<file path="src/hw/rtl/tll_pkg.sv">
// Shared types and constants for the toy language lexer.
// Beat payload structs, token, symbol and held-symbol codes, keyword table.
// No dependencies.
package tll_pkg;

    localparam int PosBits = 16;
    localparam logic [PosBits-1:0] PosMax = {PosBits{1'b1}};

    typedef enum logic [3:0] {
        KindKeyword    = 4'd0,
        KindIdentifier = 4'd1,
        KindOperator   = 4'd2,
        KindNumber     = 4'd3,
        KindFloat      = 4'd4,
        KindSemicolon  = 4'd5,
        KindOpenParen  = 4'd6,
        KindCloseParen = 4'd7,
        KindBracket    = 4'd8,
        KindComparison = 4'd9,
        KindAssignment = 4'd10,
        KindMistake    = 4'd11
    } kind_t;

    typedef enum logic [4:0] {
        SymNone     = 5'd0,
        SymPlus     = 5'd1,
        SymMinus    = 5'd2,
        SymStar     = 5'd3,
        SymSlash    = 5'd4,
        SymLParen   = 5'd5,
        SymRParen   = 5'd6,
        SymLBracket = 5'd7,
        SymRBracket = 5'd8,
        SymSemi     = 5'd9,
        SymEq       = 5'd10,
        SymEqEq     = 5'd11,
        SymNe       = 5'd12,
        SymGt       = 5'd13,
        SymGe       = 5'd14,
        SymLt       = 5'd15,
        SymLe       = 5'd16,
        SymAssign   = 5'd17
    } sym_t;

    typedef enum logic [2:0] {
        HeldNone  = 3'd0,
        HeldEq    = 3'd1,
        HeldBang  = 3'd2,
        HeldGt    = 3'd3,
        HeldLt    = 3'd4,
        HeldColon = 3'd5
    } held_t;

    typedef enum logic [1:0] {
        ClassAlpha = 2'd0,
        ClassDigit = 2'd1,
        ClassOther = 2'd2
    } class_t;

    localparam int KwCount = 10;
    localparam int KwMaxLen = 5;

    // characters packed first at [7:0]
    localparam logic [8*KwMaxLen-1:0] KwText [KwCount] = '{
        40'h00_00_74_6E_69,   // int
        40'h74_61_6F_6C_66,   // float
        40'h00_00_00_66_69,   // if
        40'h65_6C_69_68_77,   // while
        40'h00_65_73_6C_65,   // else
        40'h00_00_72_74_73,   // str
        40'h6E_69_67_65_62,   // begin
        40'h00_00_64_6E_65,   // end
        40'h00_00_6E_69_63,   // cin
        40'h00_74_75_6F_63    // cout
    };
    localparam logic [2:0] KwLen [KwCount] = '{
        3'd3, 3'd5, 3'd2, 3'd5, 3'd4, 3'd3, 3'd5, 3'd3, 3'd3, 3'd4
    };

    typedef struct packed {
        logic [7:0] character;
        logic       end_of_input;
    } in_t;

    typedef struct packed {
        kind_t               token_kind;
        sym_t                symbol_code;
        logic [3:0]          keyword_code;
        logic [PosBits-1:0]  start_position;
        logic [PosBits-1:0]  token_length;
        logic [31:0]         integer_part;
        logic [29:0]         fraction_digits;
        logic [3:0]          fraction_count;
        logic                last_of_run;
    } out_t;

    function automatic logic [3:0] keyword_of(
        input logic [8*KwMaxLen-1:0] text,
        input logic [PosBits-1:0]    len
    );
        logic [3:0] code;
        logic       hit;
        code = 4'd0;
        for (int i = 0; i < KwCount; i++) begin
            hit = (len == PosBits'(KwLen[i]));
            for (int j = 0; j < KwMaxLen; j++) begin
                if (j < int'(KwLen[i]) && text[8*j +: 8] != KwText[i][8*j +: 8]) begin
                    hit = 1'b0;
                end
            end
            if (hit && code == 4'd0) begin
                code = 4'(i + 1);
            end
        end
        return code;
    endfunction

endpackage

</file>
<file path="src/hw/rtl/toy_language_lexer_top.sv">
// Top level of the toy language lexer: scanner state, token build, result queue.
// Depends on tll_pkg.
//
// Takes one character beat per cycle while s_ready is high and returns tokens on the m_
// channel; the character that ends a token writes it into the result queue. A character
// causes zero, one or two tokens; each token is one output beat, so a character that ends
// a word with a single-character symbol gives two output beats. Tokens sit in a
// four-entry queue and s_ready is low while fewer than two entries are free, so with
// m_ready held high the block sustains one character per cycle. The two-character
// symbols == != >= <= := are resolved on the following character; a lone : or ! gives
// no token. An end beat flushes whatever is pending and restarts positions at zero.
module toy_language_lexer_top #(
    parameter int KEYWORD_BUFFER = 5
) (
    input  logic          aclk,
    input  logic          aresetn,
    input  logic          s_valid,
    output logic          s_ready,
    input  tll_pkg::in_t  s_data,
    output logic          m_valid,
    input  logic          m_ready,
    output tll_pkg::out_t m_data
);
    import tll_pkg::*;

    localparam int QDepth = 4;
    localparam int QPtrBits = $clog2(QDepth);
    localparam int QCntBits = $clog2(QDepth + 1);

    localparam logic [7:0] ChPlus   = 8'h2B;
    localparam logic [7:0] ChMinus  = 8'h2D;
    localparam logic [7:0] ChStar   = 8'h2A;
    localparam logic [7:0] ChSlash  = 8'h2F;
    localparam logic [7:0] ChLParen = 8'h28;
    localparam logic [7:0] ChRParen = 8'h29;
    localparam logic [7:0] ChLBrack = 8'h5B;
    localparam logic [7:0] ChRBrack = 8'h5D;
    localparam logic [7:0] ChSemi   = 8'h3B;
    localparam logic [7:0] ChEq     = 8'h3D;
    localparam logic [7:0] ChBang   = 8'h21;
    localparam logic [7:0] ChGt     = 8'h3E;
    localparam logic [7:0] ChLt     = 8'h3C;
    localparam logic [7:0] ChColon  = 8'h3A;
    localparam logic [7:0] ChDot    = 8'h2E;
    localparam logic [7:0] ChSpace  = 8'h20;
    localparam logic [7:0] ChTab    = 8'h09;
    localparam logic [7:0] ChCr     = 8'h0D;
    localparam logic [7:0] ChZero   = 8'h30;
    localparam logic [7:0] ChNine   = 8'h39;

    // scanner state
    logic [PosBits-1:0] char_index_reg, char_index_next;
    held_t              held_reg, held_next;
    logic [7:0]         word_chars_reg [KEYWORD_BUFFER];
    logic [PosBits-1:0] word_length_reg, word_length_next;
    logic [PosBits-1:0] word_start_reg, word_start_next;
    class_t             first_class_reg, first_class_next;
    logic               dot_seen_reg, dot_seen_next;
    logic               bad_reg, bad_next;
    logic [31:0]        int_acc_reg, int_acc_next;
    logic [29:0]        frac_acc_reg, frac_acc_next;
    logic [3:0]         frac_kept_reg, frac_kept_next;

    // result queue
    out_t                q_mem_reg [QDepth];
    logic [QPtrBits-1:0] q_wr_reg, q_rd_reg;
    logic [QCntBits-1:0] q_cnt_reg;

    logic        accept, pop, char_write;
    logic [7:0]  c;
    logic        is_end, is_space, is_alpha, is_digit, with_eq;
    sym_t        single_sym, held_sym;
    kind_t       single_kind, held_kind;
    held_t       hold_code;
    logic [3:0]  kw_code;
    logic [8*KwMaxLen-1:0] word_text;
    logic [35:0] int_wide;
    logic [3:0]  digit;
    out_t        held_tok, word_tok, single_tok, first_tok, second_tok;
    logic        first_v, second_v;
    out_t        push0, push1;
    logic [1:0]  push_n;

    assign accept   = s_valid && s_ready;
    assign pop      = m_valid && m_ready;
    assign s_ready  = q_cnt_reg <= QCntBits'(QDepth - 2);
    assign m_valid  = q_cnt_reg != '0;
    assign m_data   = q_mem_reg[q_rd_reg];

    assign c        = s_data.character;
    assign is_end   = s_data.end_of_input;
    assign is_space = (c == ChSpace) || (c >= ChTab && c <= ChCr);
    assign is_alpha = (c >= 8'h61 && c <= 8'h7A) || (c >= 8'h41 && c <= 8'h5A);
    assign is_digit = (c >= ChZero && c <= ChNine);
    assign digit    = 4'(c - ChZero);
    assign with_eq  = !is_end && (c == ChEq);

    always_comb begin
        for (int j = 0; j < KwMaxLen; j++) begin
            word_text[8*j +: 8] = word_chars_reg[j];
        end
    end
    assign kw_code = keyword_of(word_text, word_length_reg);

    always_comb begin
        single_sym  = SymNone;
        single_kind = KindOperator;
        hold_code   = HeldNone;
        unique case (c)
            ChPlus: single_sym = SymPlus;
            ChMinus: single_sym = SymMinus;
            ChStar: single_sym = SymStar;
            ChSlash: single_sym = SymSlash;
            ChLParen: begin
                single_sym  = SymLParen;
                single_kind = KindOpenParen;
            end
            ChRParen: begin
                single_sym  = SymRParen;
                single_kind = KindCloseParen;
            end
            ChLBrack: begin
                single_sym  = SymLBracket;
                single_kind = KindBracket;
            end
            ChRBrack: begin
                single_sym  = SymRBracket;
                single_kind = KindBracket;
            end
            ChSemi: begin
                single_sym  = SymSemi;
                single_kind = KindSemicolon;
            end
            ChEq: hold_code = HeldEq;
            ChBang: hold_code = HeldBang;
            ChGt: hold_code = HeldGt;
            ChLt: hold_code = HeldLt;
            ChColon: hold_code = HeldColon;
            default: ;
        endcase
    end

    always_comb begin
        held_kind = KindComparison;
        unique case (held_reg)
            HeldEq: held_sym = with_eq ? SymEqEq : SymEq;
            HeldBang: held_sym = with_eq ? SymNe : SymNone;
            HeldGt: held_sym = with_eq ? SymGe : SymGt;
            HeldLt: held_sym = with_eq ? SymLe : SymLt;
            HeldColon: begin
                held_sym  = with_eq ? SymAssign : SymNone;
                held_kind = KindAssignment;
            end
            default: held_sym = SymNone;
        endcase
    end

    always_comb begin
        held_tok = '0;
        held_tok.token_kind     = held_kind;
        held_tok.symbol_code    = held_sym;
        held_tok.start_position = word_start_reg;
        held_tok.token_length   = with_eq ? PosBits'(2) : PosBits'(1);

        single_tok = '0;
        single_tok.token_kind     = single_kind;
        single_tok.symbol_code    = single_sym;
        single_tok.start_position = char_index_reg;
        single_tok.token_length   = PosBits'(1);

        word_tok = '0;
        word_tok.start_position = word_start_reg;
        word_tok.token_length   = word_length_reg;
        if (kw_code != 4'd0) begin
            word_tok.token_kind   = KindKeyword;
            word_tok.keyword_code = kw_code;
        end else if (first_class_reg == ClassAlpha) begin
            word_tok.token_kind = KindIdentifier;
        end else if (first_class_reg == ClassDigit && !bad_reg) begin
            word_tok.integer_part = int_acc_reg;
            if (dot_seen_reg) begin
                word_tok.token_kind      = KindFloat;
                word_tok.fraction_digits = frac_acc_reg;
                word_tok.fraction_count  = frac_kept_reg;
            end else begin
                word_tok.token_kind = KindNumber;
            end
        end else begin
            word_tok.token_kind = KindMistake;
        end
    end

    assign int_wide = ({4'd0, int_acc_reg} << 3) + ({4'd0, int_acc_reg} << 1)
                      + {32'd0, digit};

    always_comb begin
        char_index_next  = char_index_reg;
        held_next        = held_reg;
        word_length_next = word_length_reg;
        word_start_next  = word_start_reg;
        first_class_next = first_class_reg;
        dot_seen_next    = dot_seen_reg;
        bad_next         = bad_reg;
        int_acc_next     = int_acc_reg;
        frac_acc_next    = frac_acc_reg;
        frac_kept_next   = frac_kept_reg;
        first_tok        = held_tok;
        first_v          = 1'b0;
        second_v         = 1'b0;
        char_write       = 1'b0;

        if (accept) begin
            if (is_end) begin
                if (held_reg != HeldNone) begin
                    first_v = held_sym != SymNone;
                end else begin
                    first_tok = word_tok;
                    first_v   = word_length_reg != '0;
                end
                char_index_next  = '0;
                held_next        = HeldNone;
                word_start_next  = '0;
                word_length_next = '0;
                first_class_next = ClassAlpha;
                dot_seen_next    = 1'b0;
                bad_next         = 1'b0;
                int_acc_next     = '0;
                frac_acc_next    = '0;
                frac_kept_next   = '0;
            end else begin
                if (held_reg != HeldNone) begin
                    first_v   = held_sym != SymNone;
                    held_next = HeldNone;
                end
                if (held_reg != HeldNone && with_eq) begin
                    // pair completed; the = is consumed
                end else if (single_sym != SymNone || hold_code != HeldNone || is_space) begin
                    if (word_length_reg != '0) begin
                        first_tok        = word_tok;
                        first_v          = 1'b1;
                        word_length_next = '0;
                        first_class_next = ClassAlpha;
                        dot_seen_next    = 1'b0;
                        bad_next         = 1'b0;
                        int_acc_next     = '0;
                        frac_acc_next    = '0;
                        frac_kept_next   = '0;
                    end
                    if (single_sym != SymNone) begin
                        second_v = 1'b1;
                    end else if (hold_code != HeldNone) begin
                        held_next       = hold_code;
                        word_start_next = char_index_reg;
                    end
                end else begin
                    char_write = 1'b1;
                    if (word_length_reg == '0) begin
                        word_start_next  = char_index_reg;
                        first_class_next = is_alpha ? ClassAlpha
                                         : (is_digit ? ClassDigit : ClassOther);
                    end
                    if (word_length_reg != PosMax) begin
                        word_length_next = word_length_reg + PosBits'(1);
                    end
                    if (is_digit) begin
                        if (dot_seen_reg) begin
                            if (frac_kept_reg < 4'd9) begin
                                frac_acc_next  = 30'(({2'd0, frac_acc_reg} << 3)
                                                 + ({2'd0, frac_acc_reg} << 1)
                                                 + {28'd0, digit});
                                frac_kept_next = frac_kept_reg + 4'd1;
                            end
                        end else begin
                            int_acc_next = (int_wide[35:32] != 4'd0) ? 32'hFFFF_FFFF
                                                                     : int_wide[31:0];
                        end
                    end else if (c == ChDot) begin
                        if (dot_seen_reg) begin
                            bad_next = 1'b1;
                        end
                        dot_seen_next = 1'b1;
                    end else begin
                        bad_next = 1'b1;
                    end
                end
                if (char_index_reg != PosMax) begin
                    char_index_next = char_index_reg + PosBits'(1);
                end
            end
        end
    end

    always_comb begin
        second_tok = single_tok;
        if (first_v) begin
            push0  = first_tok;
            push1  = second_tok;
            push_n = second_v ? 2'd2 : 2'd1;
        end else begin
            push0  = second_tok;
            push1  = second_tok;
            push_n = second_v ? 2'd1 : 2'd0;
        end
        push0.last_of_run = push_n == 2'd1;
        push1.last_of_run = 1'b1;
    end

    always_ff @(posedge aclk) begin
        if (!aresetn) begin
            char_index_reg  <= '0;
            held_reg        <= HeldNone;
            word_length_reg <= '0;
            word_start_reg  <= '0;
            first_class_reg <= ClassAlpha;
            dot_seen_reg    <= 1'b0;
            bad_reg         <= 1'b0;
            int_acc_reg     <= '0;
            frac_acc_reg    <= '0;
            frac_kept_reg   <= '0;
            q_wr_reg        <= '0;
            q_rd_reg        <= '0;
            q_cnt_reg       <= '0;
        end else begin
            char_index_reg  <= char_index_next;
            held_reg        <= held_next;
            word_length_reg <= word_length_next;
            word_start_reg  <= word_start_next;
            first_class_reg <= first_class_next;
            dot_seen_reg    <= dot_seen_next;
            bad_reg         <= bad_next;
            int_acc_reg     <= int_acc_next;
            frac_acc_reg    <= frac_acc_next;
            frac_kept_reg   <= frac_kept_next;
            q_wr_reg        <= q_wr_reg + QPtrBits'(push_n);
            q_rd_reg        <= q_rd_reg + QPtrBits'(pop);
            q_cnt_reg       <= q_cnt_reg + QCntBits'(push_n) - QCntBits'(pop);
        end
    end

    always_ff @(posedge aclk) begin
        for (int i = 0; i < KEYWORD_BUFFER; i++) begin
            if (char_write && word_length_reg == PosBits'(i)) begin
                word_chars_reg[i] <= c;
            end
        end
        if (push_n != 2'd0) begin
            q_mem_reg[q_wr_reg] <= push0;
        end
        if (push_n == 2'd2) begin
            q_mem_reg[q_wr_reg + QPtrBits'(1)] <= push1;
        end
    end

endmodule
</file>
<file path="config.mk">
export PLATFORM = sky130hd
export DESIGN_NAME = toy_language_lexer_top
export DESIGN_NICKNAME = d
export VERILOG_FILES = /design/src/hw/rtl/tll_pkg.sv /design/src/hw/rtl/toy_language_lexer_top.sv
export SDC_FILE = /design/constraint.sdc
export NUM_CORES = 1
export LEC_CHECK = 0
export ABC_AREA = 1
export BUFFER_PORTS_ARGS = -buffer_cell sky130_fd_sc_hd__buf_2
export CAP_MARGIN = 20
export CORE_ASPECT_RATIO = 0.9
export CORE_MARGIN = 4
export CORE_UTILIZATION = 28
export CTS_BUF_LIST = sky130_fd_sc_hd__clkbuf_16
export DETAILED_ROUTE_END_ITERATION = 8
export GPL_TIMING_DRIVEN = 0
export PLACE_DENSITY = 0.4
export SYNTH_ARGS = -nofsm -noshare
export SYNTH_HDL_FRONTEND = slang
export SYNTH_SLANG_ARGS = --single-unit
</file>
<file path="constraint.sdc">
create_clock -name aclk -period 4.23 [get_ports aclk]
set_input_delay 0.2115 -clock aclk [delete_from_list [all_inputs] [get_ports aclk]]
set_output_delay 0.2115 -clock aclk [all_outputs]
set_load 0.03 [all_outputs]
</file>
==> flow_metrics.env, run 1 <==
export IMPL_io_buffers=124
export IMPL_die_area_um2=118000
export IMPL_worstMarginPinSlew_ps=1030
export IMPL_arrival_ps=4430
export IMPL_cts_sinks=616
export IMPL_crit_required_ps=4620
export IMPL_cts_buffers=76
export IMPL_cts_tree="built"
export IMPL_die_x_um=361
export IMPL_critPathKind="reg2reg"
export IMPL_clockBufferDepth=3
export IMPL_ys_types=52
export IMPL_area_delta_synth_final_pct=17.2
export IMPL_finalHoldViolCount=0
export IMPL_synth_seq_cells=616
export IMPL_fin_skew_ps=28.2
export IMPL_holdPathStages=1
export IMPL_crit_chain="nor2_1 > nand4_1 > inv_1 > nand3_2 > nand4_2 > nand3_2 > nand2_2 > buf_4 > ha_1 > inv_1 > nand2_1 > clkbuf_2 > inv_1 > buf_1 > nand3_1 > o21ai_0"
export IMPL_powerDensity_nw_per_um2=483
export IMPL_ir_worst_vdd_mv=0.305
export IMPL_fin_crit_ps=4040
export IMPL_fmax_mhz=248
export IMPL_r2r_cells=16
export IMPL_synthesis_instances=4246
export IMPL_routed_via_density=5.02
export IMPL_syn_area_per_cell_um2=7.39
export IMPL_num_rows=116
export IMPL_overflow=0
export IMPL_rsz0062_at_grt="no"
export IMPL_initial_core_util_pct=28.2
export IMPL_finalNetCount=4619
export IMPL_grt_max_degree=28
export IMPL_grt_pass1_wl_um=192000
export IMPL_p_total_mw=17.8
export IMPL_synthesis_area_um2=31400
export IMPL_startpoint="word_length_reg[6]$_SDFFE_PN0P_"
export IMPL_ant_nets=0
export IMPL_synth_warnings=0
export IMPL_grt_usage_pct=21.3
export IMPL_hp_class="in2reg"
export IMPL_antenna_found_initial=2
export IMPL_drv_slew=0
export IMPL_post_route_drc_count=0
export IMPL_chipHeight_um=326
export IMPL_placed_cells=5855
export IMPL_clk_latency_ps=670
export IMPL_yosysTopAreaCellShare_pct=30.6
export IMPL_rrSetupSlack_ps=190
export IMPL_critPathLaunchType="flop"
export IMPL_r2r_start="word_length_reg[6]$_SDFFE_PN0P_"
export IMPL_endpoint="q_mem_reg[0][111]$_DFFE_PP_"
export IMPL_synth_area_top_cells="dfxtp_1 (31%), edfxtp_1 (13%), nand2_1 (12%)"
export IMPL_path_clk_slew_ps=60
export IMPL_yosysSeqAreaShare_pct=43.6
export IMPL_core_um2=111000
export IMPL_drtIter0Drc=2413
export IMPL_crit_top_cell="inv_1"
export IMPL_crit_path_end_kind="flop"
export IMPL_worstReg2RegEnd="q_mem_reg[0][111]$_DFFE_PP_"
export IMPL_yosysTopAreaCell="dfxtp_1"
export IMPL_cts_max_level=3
export IMPL_cts_root_buf="clkbuf_16"
export IMPL_synthArstFlopShare_pct=0
export IMPL_wl_per_cell_um=21.4
export IMPL_max_stage_delay_ps=390
export IMPL_drive_above_1_share_pct=8.87
export IMPL_drt_wl_total_um=129000
export IMPL_dp_hpwl_um=93500
export IMPL_worst_path_max_fanout=10
export IMPL_place_congestion=0.852
export IMPL_maxCapViolCount=0
export IMPL_drtPass1Iterations=8
export IMPL_fin_util_pct=33.1
export IMPL_vias=30200
export IMPL_pin_count=127
export IMPL_largest_register_ff_count=448
export IMPL_synth_flop_cell="dfxtp_1"
export IMPL_maxSlewHeadroom_pct=31.2
export IMPL_p_leak_nw=15.1
export IMPL_synth_edff_count=136
export IMPL_slowest_stage="buf_1"
export IMPL_instances_no_fill=6008
export IMPL_min_period_over_period_pct=95.4
export IMPL_setup_violations=0
export IMPL_grt_pass1_vias=28900
export IMPL_status="finished, final reports clean"
export IMPL_syn_nets=4395
-- critical path, delay by kind of cell, from the launching register on --
kind | cells | cell delay (ps)
compound gates | 1 | 90
simple gates | 8 | 1490
fa+ha+maj | 1 | 320
flops | 1 | 380
buf+inv | 6 | 1470
-- metal layers --
metal | vias to the layer above | global-route usage, % | wire length [um]
li1 | 14900 | - | -
met1 | 14400 | 31.0 | 63300
met2 | 730 | 33.1 | 56400
met3 | 134 | 3.12 | 6470
met4 | 0 | 4.69 | 2560
met5 | - | 0 | 0
-- cell type report --
| class | instances | area (um2) |
|---|---|---|
| antenna | 3 | 7.51 |
| buffer | 242 | 1090 |
| clock buffer | 79 | 1980 |
| clock inverter | 59 | 400 |
| fill | 12300 | 74400 |
| inverter | 275 | 1100 |
| multi-input combinational | 3115 | 15800 |
| sequential | 616 | 13700 |
| tap | 1475 | 1850 |
| timing repair buffer | 144 | 838 |
-- cells in the final DEF (no fill, tap or decap), types with 18 or more instances in the layout --
cell	n
clkbuf_16	79
dfxtp_1	480
nand3b_1	21
inv_1	280
clkbuf_1	152
or2_2	24
ha_1	131
o21ai_0	481
nor3_1	44
xor2_1	18
nand3_1	156
o21ai_1	72
a21oi_1	191
edfxtp_1	136
nor2_1	466
xnor2_1	23
buf_2	151
clkbuf_2	22
o22ai_1	180
nand4_1	160
nand2_1	1039
-- report_power, final --
part / internal [mW] / leakage [nW] / switching (mW) / total, mW
Combinational: 1.19 / 8.66 / 4.05 / 5.24
Sequential: 6.10 / 5.11 / 0.0872 / 6.19
Clock: 3.57 / 1.28 / 2.77 / 6.35
-- Yosys cell counts (all sizes together) (5+ instances only) --
cell / count
clkinv: 7
or2: 24
dfxtp: 480
nand3: 159
o22ai: 180
clkbuf: 186
a21boi: 5
o21a: 6
nor2: 480
a21oi: 193
inv: 268
nor3: 51
buf: 57
xnor2: 23
a31oi: 13
fa: 5
ha: 131
edfxtp: 136
nand4: 161
o21ai: 554
nand3b: 21
xor2: 18
nand2: 1053
a21o: 9
-- worst min-delay path by stage --
stage                                        from                              end  slack (ps)
finish                                  s_data[3]  word_chars_reg[0][18]$_DFFE_PP_          70
global route                            s_data[3]  word_chars_reg[0][18]$_DFFE_PP_          40
CTS                                       s_valid         held_reg[2]$_SDFFE_PN0P_          20
detailed placement  q_mem_reg[2][33]$_SDFFE_PP0P_    q_mem_reg[2][33]$_SDFFE_PP0P_         430
global placement    q_mem_reg[2][74]$_SDFFE_PP0P_    q_mem_reg[2][74]$_SDFFE_PP0P_         430
floorplan                               s_data[1]   word_chars_reg[0][0]$_DFFE_PP_         310
-- stage by stage --
step	hold slack, ps	TNS [ps]	setup WS [ps]	cell area (um2)
final	67.1	0	193	36800
after global routing	35.8	0	21.4	36800
after CTS	23.7	0	7.14	36700
after detailed placement	435	-1047840	-3270	34000
after global placement	433	-1673660	-4580	33900
after floorplan	310	0	167	31400
-- timing repair --
action,CTS,global route
gates cloned,3,0
hold buffers,5,0
setup buffers,2,3
endpoints found under the setup margin,658,372
pin swaps,5,1
endpoints found under the hold margin,26,0
resized for setup,63,44
-- cell families after synthesis --
logic type / synth area share, %
adders and majority gates: 5.54
xor gates and xnor gates: 1.14
DFF: 43.6
and+or+nand+nor: 26.4
AOI/OAI and AO/OA: 16.8
buffers and inverters: 6.53
No activity file was read; power rests on OpenSTA's default activity.
==> inputs of run 2 (changes only) <==
==> constraint.sdc (replaced) <==
create_clock -name aclk -period 4.23 [get_ports aclk]
set_input_delay 0.423 -clock aclk [delete_from_list [all_inputs] [get_ports aclk]]
set_output_delay 0.423 -clock aclk [all_outputs]
set_load 0.03 [all_outputs]
==> flow_metrics.env, run 2 (synthesized netlist as in run 1, its figures left out) <==
export IMPL_status="finished, final reports clean"
export IMPL_ir_worst_vdd_mv=0.306
export IMPL_rsz0062_at_grt="yes"
export IMPL_setup_violations=0
export IMPL_area_delta_synth_final_pct=17.0
export IMPL_initial_core_util_pct=28.2
export IMPL_place_congestion=0.852
export IMPL_finalNetCount=4611
export IMPL_worstMarginPinSlew_ps=1050
export IMPL_hp_class="in2reg"
export IMPL_maxSlewHeadroom_pct=29.8
export IMPL_largest_register_ff_count=448
export IMPL_post_route_drc_count=0
export IMPL_path_clk_slew_ps=60
export IMPL_io_buffers=124
export IMPL_p_total_mw=17.8
export IMPL_cts_max_level=3
export IMPL_crit_path_end_kind="primary output"
export IMPL_clockBufferDepth=3
export IMPL_arrival_ps=3690
export IMPL_grt_pass1_wl_um=191000
export IMPL_cts_buffers=76
export IMPL_placed_area_um2=34000
export IMPL_antenna_found_initial=3
export IMPL_grt_max_degree=28
export IMPL_core_um2=111000
export IMPL_die_x_um=361
export IMPL_worst_path_max_fanout=11
export IMPL_overflow=0
export IMPL_drive_above_1_share_pct=9.13
export IMPL_finalHoldViolCount=0
export IMPL_fin_skew_ps=25.7
export IMPL_chipHeight_um=326
export IMPL_dp_hpwl_um=93500
export IMPL_die_area_um2=118000
export IMPL_routed_via_density=5.02
export IMPL_cts_tree="built"
export IMPL_grt_pass1_vias=28900
export IMPL_fin_crit_ps=4110
export IMPL_vias=30100
export IMPL_powerDensity_nw_per_um2=484
export IMPL_drtPass1Iterations=6
export IMPL_critPathLaunchType="flop"
export IMPL_num_rows=116
export IMPL_min_period_over_period_pct=97.2
export IMPL_clk_latency_ps=670
export IMPL_drv_slew=0
export IMPL_p_leak_nw=15.0
export IMPL_cts_sinks=616
export IMPL_final_cell_mix="nand2_1 (1039), o21ai_0 (481), dfxtp_1 (480)"
export IMPL_finish_instance_area_um2=36700
export IMPL_fmax_mhz=243
export IMPL_cts_root_buf="clkbuf_16"
export IMPL_pin_count=127
export IMPL_ant_nets=0
export IMPL_drtIter0Drc=2381
export IMPL_wl_per_cell_um=21.4
export IMPL_crit_required_ps=3810
export IMPL_drt_wl_total_um=128000
export IMPL_critPathKind="reg2out"
export IMPL_final_common_cell="nand2_1"
export IMPL_rrSetupSlack_ps=250
export IMPL_maxCapViolCount=0
export IMPL_grt_usage_pct=21.2
[run 2: power by group]
| group | total, mW | internal, mW | switching, mW | leakage, nW |
|---|---|---|---|---|
| registers | 6.19 | 6.10 | 0.0861 | 5.11 |
| clock network | 6.35 | 3.57 | 2.78 | 1.28 |
| logic | 5.24 | 1.19 | 4.05 | 8.65 |
| total | 17.8 | 10.9 | 6.91 | 15.0 |
[run 2: metal layers]
| layer | up-vias | global-route usage, % | part of all wire [%] |
|---|---|---|---|
| met4 | 0 | 4.69 | 2.0 |
| met3 | 139 | 3.30 | 5.0 |
| met2 | 687 | 33.0 | 44 |
| met1 | 14400 | 30.7 | 49 |
| met5 | - | 0 | 0 |
| li1 | 14900 | - | - |
[run 2: per-stage QoR]
stage	worst slack (ps)	utilization, %	hold slack, ps	setup TNS, ps	cells
2_1_floorplan	167	-	421	0	4246
3_3_place_gp	-4580	30.5	433	-1691070	5845
3_5_place_dp	-3270	30.6	435	-1056470	5855
4_1_cts	15.3	33.0	27.6	0	5996
5_1_grt	-28.9	33.0	40.3	-218	5997
6_report	118	33.0	57.0	0	6000
[run 2: path summary, 6_finish.rpt]
path / startpoint / endpoint / depth (start not counted)
max: q_rd_reg[0]$_SDFF_PN0_ / m_data[85] / 7
min: s_data[8] / word_chars_reg[0][39]$_DFFE_PP_ / 1
max reg2reg: word_length_reg[6]$_SDFFE_PN0P_ / q_mem_reg[2][100]$_SDFFE_PP0P_ / 19
min reg2reg: q_mem_reg[2][27]$_SDFFE_PP0P_ / q_mem_reg[2][27]$_SDFFE_PP0P_ / 2
[run 2: timing repair]
item                       in CTS  in global routing
pin swaps                       5                  0
gates resized for setup        71                 76
gates cloned                    2                  0
setup endpoints to repair     658                377
hold buffers                    0                  0
buffers inserted                2                  1
[run 2: critical path: stages (launching register included)]
cell,delay (ps)
dfxtp_1,310
clkbuf_2,280
clkinv_2,350
clkbuf_2,510
clkbuf_1,670
nor2_1,100
o22ai_1,500
buf_2,300
[run 2: area by class of cell]
type	instances	area, um2
flip-flops and latches	616	13700
diodes	3	7.51
clock buffers	79	1980
well taps	1475	1850
inverters	275	1080
multi-input cells	3114	15800
fillers	12300	74400
plain buffers	242	1130
repair buffers	137	778
clock inverters	59	400
